--- config.mk ---
export PLATFORM = sky130hd
export DESIGN_NAME = rgba_blend_unit
export DESIGN_NICKNAME = d
export VERILOG_FILES = /design/src/rtl/rbu_pkg.sv /design/src/rtl/rbu_term.sv /design/src/rtl/rbu_combine.sv /design/src/rtl/rgba_blend_unit.sv
export SDC_FILE = /design/constraint.sdc
export NUM_CORES = 2
export LEC_CHECK = 0
export CORE_MARGIN = 8
export CORE_UTILIZATION = 56
export DETAILED_ROUTE_END_ITERATION = 8
export DONT_BUFFER_PORTS = 1
export PLACE_DENSITY = 0.78
export SLEW_MARGIN = 20
export SYNTH_ARGS = -nofsm -noshare
export SYNTH_HDL_FRONTEND = slang
export SYNTH_SLANG_ARGS = --single-unit
--- constraint.sdc ---
create_clock -name clk -period 22.6 [get_ports clk]
set_input_delay 3.39 -clock clk [delete_from_list [all_inputs] [get_ports clk]]
set_output_delay 3.39 -clock clk [all_outputs]
set_load 0.03 [all_outputs]
--- src/rtl/rbu_pkg.sv ---
package rbu_pkg;

	// Blend equation codes.
	localparam logic [2:0] EQ_ADD  = 3'd0;
	localparam logic [2:0] EQ_SUB  = 3'd1;
	localparam logic [2:0] EQ_RSUB = 3'd2;
	localparam logic [2:0] EQ_MIN  = 3'd3;
	localparam logic [2:0] EQ_MAX  = 3'd4;

	// Blend factor modes, shared by the source and destination weights.
	localparam logic [3:0] FM_ZERO          = 4'd0;
	localparam logic [3:0] FM_ONE           = 4'd1;
	localparam logic [3:0] FM_SRC_COLOR     = 4'd2;
	localparam logic [3:0] FM_INV_SRC_COLOR = 4'd3;
	localparam logic [3:0] FM_DST_COLOR     = 4'd4;
	localparam logic [3:0] FM_INV_DST_COLOR = 4'd5;
	localparam logic [3:0] FM_SRC_ALPHA     = 4'd6;
	localparam logic [3:0] FM_INV_SRC_ALPHA = 4'd7;
	localparam logic [3:0] FM_DST_ALPHA     = 4'd8;
	localparam logic [3:0] FM_INV_DST_ALPHA = 4'd9;

	// Configuration register indexes and port widths.
	localparam int unsigned CFG_IDX_W  = 2;
	localparam int unsigned CFG_DATA_W = 4;
	localparam logic [CFG_IDX_W-1:0] CFG_EQUATION   = 2'd0;
	localparam logic [CFG_IDX_W-1:0] CFG_SRC_FACTOR = 2'd1;
	localparam logic [CFG_IDX_W-1:0] CFG_DST_FACTOR = 2'd2;

	typedef struct packed {
		logic [2:0] equation;
		logic [3:0] src_mode;
		logic [3:0] dst_mode;
	} rbu_cfg_t;

	localparam rbu_cfg_t CFG_RESET = '{equation: EQ_ADD, src_mode: FM_ONE, dst_mode: FM_ZERO};

endpackage

--- src/rtl/rbu_term.sv ---
// One weighted term: picks the blend factor for a channel and forms the
// rounded normalized product weighted * factor / M.
module rbu_term #(
	parameter int unsigned CHANNEL_BITS = 8
) (
	input  logic [3:0]              mode,
	input  logic [CHANNEL_BITS-1:0] weighted,
	input  logic [CHANNEL_BITS-1:0] src_chan,
	input  logic [CHANNEL_BITS-1:0] dst_chan,
	input  logic [CHANNEL_BITS-1:0] src_a_chan,
	input  logic [CHANNEL_BITS-1:0] dst_a_chan,
	output logic [CHANNEL_BITS-1:0] term
);

	localparam int unsigned CB = CHANNEL_BITS;
	localparam int unsigned PW = 2 * CB + 1;
	localparam logic [CB-1:0] CH_MAX = {CB{1'b1}};
	localparam logic [PW-1:0] CH_HALF = PW'(CH_MAX >> 1);

	logic [CB-1:0] factor;
	logic [PW-1:0] prod;
	logic [PW-1:0] quot;

	always_comb begin
		unique case (mode)
			rbu_pkg::FM_ZERO:          factor = '0;
			rbu_pkg::FM_ONE:           factor = CH_MAX;
			rbu_pkg::FM_SRC_COLOR:     factor = src_chan;
			rbu_pkg::FM_INV_SRC_COLOR: factor = CH_MAX - src_chan;
			rbu_pkg::FM_DST_COLOR:     factor = dst_chan;
			rbu_pkg::FM_INV_DST_COLOR: factor = CH_MAX - dst_chan;
			rbu_pkg::FM_SRC_ALPHA:     factor = src_a_chan;
			rbu_pkg::FM_INV_SRC_ALPHA: factor = CH_MAX - src_a_chan;
			rbu_pkg::FM_DST_ALPHA:     factor = dst_a_chan;
			rbu_pkg::FM_INV_DST_ALPHA: factor = CH_MAX - dst_a_chan;
			default:                   factor = '0;
		endcase
	end

	// Division by 2^CB - 1 of a value below 2^(2*CB) is exact as
	// (x + (x >> CB) + 1) >> CB.
	always_comb begin
		prod = PW'(weighted) * PW'(factor) + CH_HALF;
		quot = (prod + (prod >> CB) + PW'(1)) >> CB;
		term = quot[CB-1:0];
	end

endmodule

--- src/rtl/rbu_combine.sv ---
// Combines the two weighted terms of one channel by the blend equation,
// saturating to 0..M.
module rbu_combine #(
	parameter int unsigned CHANNEL_BITS = 8
) (
	input  logic [2:0]              equation,
	input  logic [CHANNEL_BITS-1:0] src_term,
	input  logic [CHANNEL_BITS-1:0] dst_term,
	output logic [CHANNEL_BITS-1:0] result
);

	localparam int unsigned CB = CHANNEL_BITS;

	logic [CB:0] sum;
	logic        src_gt;

	always_comb begin
		sum    = {1'b0, src_term} + {1'b0, dst_term};
		src_gt = src_term > dst_term;
		unique case (equation)
			rbu_pkg::EQ_ADD:  result = sum[CB] ? {CB{1'b1}} : sum[CB-1:0];
			rbu_pkg::EQ_SUB:  result = src_gt ? src_term - dst_term : '0;
			rbu_pkg::EQ_RSUB: result = (dst_term > src_term) ? dst_term - src_term : '0;
			rbu_pkg::EQ_MIN:  result = (src_term < dst_term) ? src_term : dst_term;
			rbu_pkg::EQ_MAX:  result = src_gt ? src_term : dst_term;
			default:          result = '0;
		endcase
	end

endmodule

--- src/rtl/rgba_blend_unit.sv ---
// RGBA blend unit.
// The slave stream carries one source pixel and one destination pixel per
// transfer; the master stream returns the blended pixel. Each channel is
// an unsigned normalized value of CHANNEL_BITS bits, where all ones is 1.0.
// The blend function and equation are set through the configuration write
// channel (index 0 equation, 1 source factor, 2 destination factor). The
// configuration channel is always ready, and it should only be written
// while no pixel is in flight.
// The datapath has two register stages: the input register and the output
// register. Between them a single combinational pass selects the factors,
// forms the rounded products and combines the two terms of each channel.
// Pixels pass from the input to the output register, which drives the master
// side; one pixel is accepted every cycle while the receiver keeps up.
// When the receiver stalls, the input register still fills if the output
// register is free, so up to two pixels are held before s_axis_tready drops.
// Reset clears every stage's valid flag and restores the configuration to
// add, source factor one, destination factor zero.
module rgba_blend_unit #(
	parameter int unsigned CHANNEL_BITS = 8
) (
	input  logic clk,
	input  logic arst_n,

	input  logic                            cfg_valid,
	output logic                            cfg_ready,
	input  logic [rbu_pkg::CFG_IDX_W-1:0]   cfg_index,
	input  logic [rbu_pkg::CFG_DATA_W-1:0]  cfg_data,

	// From the lowest bit up: src_red, src_green, src_blue, src_alpha,
	// dst_red, dst_green, dst_blue, dst_alpha.
	input  logic                            s_axis_tvalid,
	output logic                            s_axis_tready,
	input  logic [8*CHANNEL_BITS-1:0]       s_axis_tdata,

	// From the lowest bit up: out_red, out_green, out_blue, out_alpha,
	// then zero fill up to a whole byte.
	output logic                            m_axis_tvalid,
	input  logic                            m_axis_tready,
	output logic [((4*CHANNEL_BITS+7)/8)*8-1:0] m_axis_tdata
);

	localparam int unsigned CB = CHANNEL_BITS;
	localparam int unsigned OUT_W = ((4 * CB + 7) / 8) * 8;

	rbu_pkg::rbu_cfg_t cfg_q;

	logic          s1_valid;
	logic [CB-1:0] src_s1 [4];
	logic [CB-1:0] dst_s1 [4];

	logic [CB-1:0] src_term [4];
	logic [CB-1:0] dst_term [4];
	logic [CB-1:0] blended  [4];

	logic             out_valid_q;
	logic [OUT_W-1:0] out_data_q;
	logic [OUT_W-1:0] out_data_next;

	logic out_ready;
	logic s1_ready;

	// Configuration register file. Writes to an index beyond the list are
	// accepted and dropped.
	assign cfg_ready = 1'b1;

	always_ff @(posedge clk or negedge arst_n) begin
		if (!arst_n) begin
			cfg_q <= rbu_pkg::CFG_RESET;
		end else if (cfg_valid && cfg_ready) begin
			unique case (cfg_index)
				rbu_pkg::CFG_EQUATION:   cfg_q.equation <= cfg_data[2:0];
				rbu_pkg::CFG_SRC_FACTOR: cfg_q.src_mode <= cfg_data;
				rbu_pkg::CFG_DST_FACTOR: cfg_q.dst_mode <= cfg_data;
				default: ;
			endcase
		end
	end

	// Each stage advances when it is empty or the stage after it moves on.
	assign out_ready     = !out_valid_q || m_axis_tready;
	assign s1_ready      = !s1_valid || out_ready;
	assign s_axis_tready = s1_ready;

	always_ff @(posedge clk or negedge arst_n) begin
		if (!arst_n) begin
			s1_valid    <= 1'b0;
			out_valid_q <= 1'b0;
		end else begin
			if (s1_ready) begin
				s1_valid <= s_axis_tvalid;
			end
			if (out_ready) begin
				out_valid_q <= s1_valid;
			end
		end
	end

	// Stage 1: input pixel pair.
	always_ff @(posedge clk) begin
		if (s1_ready && s_axis_tvalid) begin
			for (int c = 0; c < 4; c++) begin
				src_s1[c] <= s_axis_tdata[c*CB +: CB];
				dst_s1[c] <= s_axis_tdata[(c+4)*CB +: CB];
			end
		end
	end

	// Factor selection, rounded products and the blend equation for every
	// channel.
	for (genvar c = 0; c < 4; c++) begin : g_chan
		rbu_term #(.CHANNEL_BITS(CB)) u_src_term (
			.mode       (cfg_q.src_mode),
			.weighted   (src_s1[c]),
			.src_chan   (src_s1[c]),
			.dst_chan   (dst_s1[c]),
			.src_a_chan (src_s1[3]),
			.dst_a_chan (dst_s1[3]),
			.term       (src_term[c])
		);

		rbu_term #(.CHANNEL_BITS(CB)) u_dst_term (
			.mode       (cfg_q.dst_mode),
			.weighted   (dst_s1[c]),
			.src_chan   (src_s1[c]),
			.dst_chan   (dst_s1[c]),
			.src_a_chan (src_s1[3]),
			.dst_a_chan (dst_s1[3]),
			.term       (dst_term[c])
		);

		rbu_combine #(.CHANNEL_BITS(CB)) u_combine (
			.equation (cfg_q.equation),
			.src_term (src_term[c]),
			.dst_term (dst_term[c]),
			.result   (blended[c])
		);
	end

	// Output register, packed with zero fill in the top bits.
	always_comb begin
		out_data_next = '0;
		for (int c = 0; c < 4; c++) begin
			out_data_next[c*CB +: CB] = blended[c];
		end
	end

	always_ff @(posedge clk) begin
		if (out_ready && s1_valid) begin
			out_data_q <= out_data_next;
		end
	end

	assign m_axis_tvalid = out_valid_q;
	assign m_axis_tdata  = out_data_q;

endmodule

==> results.md <==
- Run status: completed
- Final Non-Filler Cells: 4,639
- Sequential fraction of the synthesis area: 0.0956
- Number of buffers added by the clock tree synthesis step: 9
- Path type of the worst setup path: reg -> reg
- Capturing element type of the critical path: flip-flop
- Worst skew pair latency: 0.42 ns
- Clock tree skew after final layout: 0.0192 ns
- Top FF cell, synth: sky130_fd_sc_hd__edfxtp_1
- Number of antenna violations at the first check in global routing: 2
- Routed length per instance: 19.0 microns
- Layout-stage area growth over the synthesis result: 2.49%
- Worst path slowest cell: sky130_fd_sc_hd__dfstp_4
- Die Height: 261 microns
- Overall track demand over capacity in global routing: 0.260
- Post-CTS setup buffers: 0
- Worst path arrival time: 12.68 ns
- Cells after Synth: 3,987
- Most instantiated cells after synthesis: 609 x sky130_fd_sc_hd__inv_1, 440 x sky130_fd_sc_hd__ha_1, 348 x sky130_fd_sc_hd__fa_1
- Share of the synthesized area in the top cell type: 0.208
- Clock Pin Slew Worst Setup and Hold Paths: 0.09 ns
- Cell taking the most area after synthesis: sky130_fd_sc_hd__fa_1
- CORE AREA: 0.0591 sq mm
- Worst setup slack after placement: 10.30 ns
- Clock H-tree levels: 3
- Synth Cell Area: 0.0336 sq mm
- Share of synthesized flip-flops with an asynchronous set or reset: 0.119
- Pre-antenna DRT Iters: 8
- Global-route wire length before repair: 144 mm
- Final #Nets: 4,723
- Clock buffer depth: 2
- Top post-synthesis cells by area: sky130_fd_sc_hd__fa_1 21%, sky130_fd_sc_hd__ha_1 16%, sky130_fd_sc_hd__edfxtp_1 8.6%, sky130_fd_sc_hd__inv_1 6.8%, sky130_fd_sc_hd__nor2b_1 5.3%
- Maximum operating frequency: 79.7 MHz
- Distinct cells, synth: 106
- Number of port buffers: 0
- Remaining DRCs: 0
- Max-capacitance violation count: 0
- Most used standard cell by instance count after synthesis: sky130_fd_sc_hd__inv_1
- Antenna violation net count after detailed routing: 0
- Area of the die: 0.0680 sq mm
- Period utilisation layout: 0.555
- Die X-Extent: 261 microns
- Req. time, crit path: 22.73 ns
- Number of synthesized flops with an enable pin: 96
- Pins over their slew limit: 0
- Total number of vias: 28,100
- Sink count of the clock tree: 109
- Number of inserted filler cells in the final layout: 5,251
- Cell at the root of the clock tree: sky130_fd_sc_hd__clkbuf_16
- Final cell utilization of the core: 0.582
- Worst min-delay path category: reg -> reg
- Headroom to the max-slew limit: 0.162
- Count of final hold-check violations: 0
- Total negative setup slack: 0 ns
- Vias per cell: 6.07
- Fraction of final layout cells with drive strength greater than 1: 0.0292
- Global placer's final weighted congestion: 0.976
- Overflow after GRT: 0
- Cell Count Post-Placement: 4,621
- Clock tree from TritonCTS: done
- Number of setup violations in the final report: 0
- DRC marker count from the first detailed-route iteration: 2,404
- Actual slew at the worst max-slew pin: 1.24 ns
- Pin count of the biggest net entering global routing: 77
- Average instance area after synthesis: 8.42 sq um
- Site row count: 89
- Time the worst path needs with I/O delays and setup: 12.55 ns
- # IOs: 110
- Post_cts resized: 0
- Starting Density: 0.568
- Number of flip-flops and latches in the synthesized netlist: 109
- DP Wirelength: 71.0 mm
- RSZ-0062 raised after global routing: false
- Vias in the first global route: 27,800
- Biggest cell delay along the critical path: 1.25 ns
- Critical Path Fanout Max: 76
- Count of yosys warnings during synthesis: 0
- Syn nets: 4,850
- Worst Slack Setup Final: 10.05 ns
- Startpoint Class: flip-flop
- WL final: 88.3 mm
- Number of buffers added to fix hold violations after cts: 0
-- path summary, 6_finish.rpt --
| path | start | endpoint | slack, ns | cells after the start |
|---|---|---|---|---|
| min in group asynchronous | arst_n | cfg_q[3]$_DFFE_PN0P_ | 2.66 | 0 |
| worst max register to register | cfg_q[4]$_DFFE_PN1P_ | m_axis_tdata[5]$_DFFE_PP_ | 10.05 | 37 |
| worst min-delay path | s1_valid$_DFFE_PN0N_ | m_axis_tvalid$_DFFE_PN0P_ | 0.49 | 1 |
| worst min register to register | s1_valid$_DFFE_PN0N_ | m_axis_tvalid$_DFFE_PN0P_ | 0.49 | 1 |
| worst max-delay path | cfg_q[4]$_DFFE_PN1P_ | m_axis_tdata[5]$_DFFE_PP_ | 10.05 | 37 |
| max in group asynchronous | arst_n | cfg_q[4]$_DFFE_PN1P_ | 19.77 | 0 |
-- flip-flops by register name (all words and copies together) (netlist names) --
register / cells
m_axis_tdata: 32
src_s1: 32
cfg_q: 11
s1_valid: 1
m_axis_tvalid: 1
dst_s1: 32
-- cells in the final DEF (no fill, tap or decap), types with 21 or more instances in the layout --
cell type	count
sky130_fd_sc_hd__a211oi_1	21
sky130_fd_sc_hd__a21o_1	59
sky130_fd_sc_hd__a21oi_1	208
sky130_fd_sc_hd__a221o_1	24
sky130_fd_sc_hd__a22oi_1	64
sky130_fd_sc_hd__and2_1	113
sky130_fd_sc_hd__edfxtp_1	96
sky130_fd_sc_hd__fa_1	348
sky130_fd_sc_hd__ha_1	440
sky130_fd_sc_hd__inv_1	609
sky130_fd_sc_hd__mux2i_1	21
sky130_fd_sc_hd__nand2_1	214
sky130_fd_sc_hd__nand2b_1	38
sky130_fd_sc_hd__nand3_1	28
sky130_fd_sc_hd__nor2_1	261
sky130_fd_sc_hd__nor2b_1	278
sky130_fd_sc_hd__nor3_1	36
sky130_fd_sc_hd__o211ai_1	30
sky130_fd_sc_hd__o21a_1	26
sky130_fd_sc_hd__o21ai_0	126
sky130_fd_sc_hd__o21ai_1	21
sky130_fd_sc_hd__o21bai_1	55
sky130_fd_sc_hd__o221ai_1	38
sky130_fd_sc_hd__o22ai_1	33
sky130_fd_sc_hd__or3_1	23
sky130_fd_sc_hd__xnor2_1	122
sky130_fd_sc_hd__xor2_1	159
-- critical path, delay by kind of cell (launching register included) --
kind                       cells  cell delay, ns
AOI/OAI and AO/OA             11            3.04
xor gates and xnor gates       2            0.83
DFF                            1            1.25
buffers and inverters          4            0.49
and+or+nand+nor               13            3.63
adders and majority gates      7            2.97
-- metal layers --
layer / global-route usage / up-vias / share of wire
met4: 0.0968 / 2 / 0.036
met3: 0.0574 / 200 / 0.091
met2: 0.403 / 1189 / 0.43
met1: 0.354 / 13600 / 0.44
li1: - / 13200 / -
met5: 0 / - / 0.00015
-- through the flow --
step / instance area, sq um / hold WS [ns]
global route: 34400 / 0.522
detailed placement: 34100 / 0.479
CTS: 34400 / 0.488
global placement: 34100 / 0.460
finish: 34400 / 0.486
floorplan: 33600 / 0.449
-- layout make-up --
cell class                 instances  area (sq um)  area share
clock buffer                      10           229     0.00666
sequential                       109          3220      0.0935
antenna                            1          2.50   0.0000727
inverter                         611          2290      0.0667
multi-input combinational       3113         27500       0.799
tap                              773           967      0.0281
clock inverter                     6          67.6     0.00196
timing repair buffer              16           140     0.00407
-- logic make-up (layout without fill, tap and decap cells) --
kind of cell               Yosys count  in the layout  synth area share
and+or+nand+nor                   1110           1110             0.172
AOI/OAI and AO/OA                  887            887             0.184
adders and majority gates          792            792             0.373
buffers and inverters              765            643            0.0864
xor gates and xnor gates           289            289            0.0783
DFF                                109            109            0.0956
muxes                               34             34            0.0106
other                                1              2          0.000112
Power is left out: the tool's default activity adds up to more than one toggle a clock period on the data nets, which glitch-free logic cannot reach.
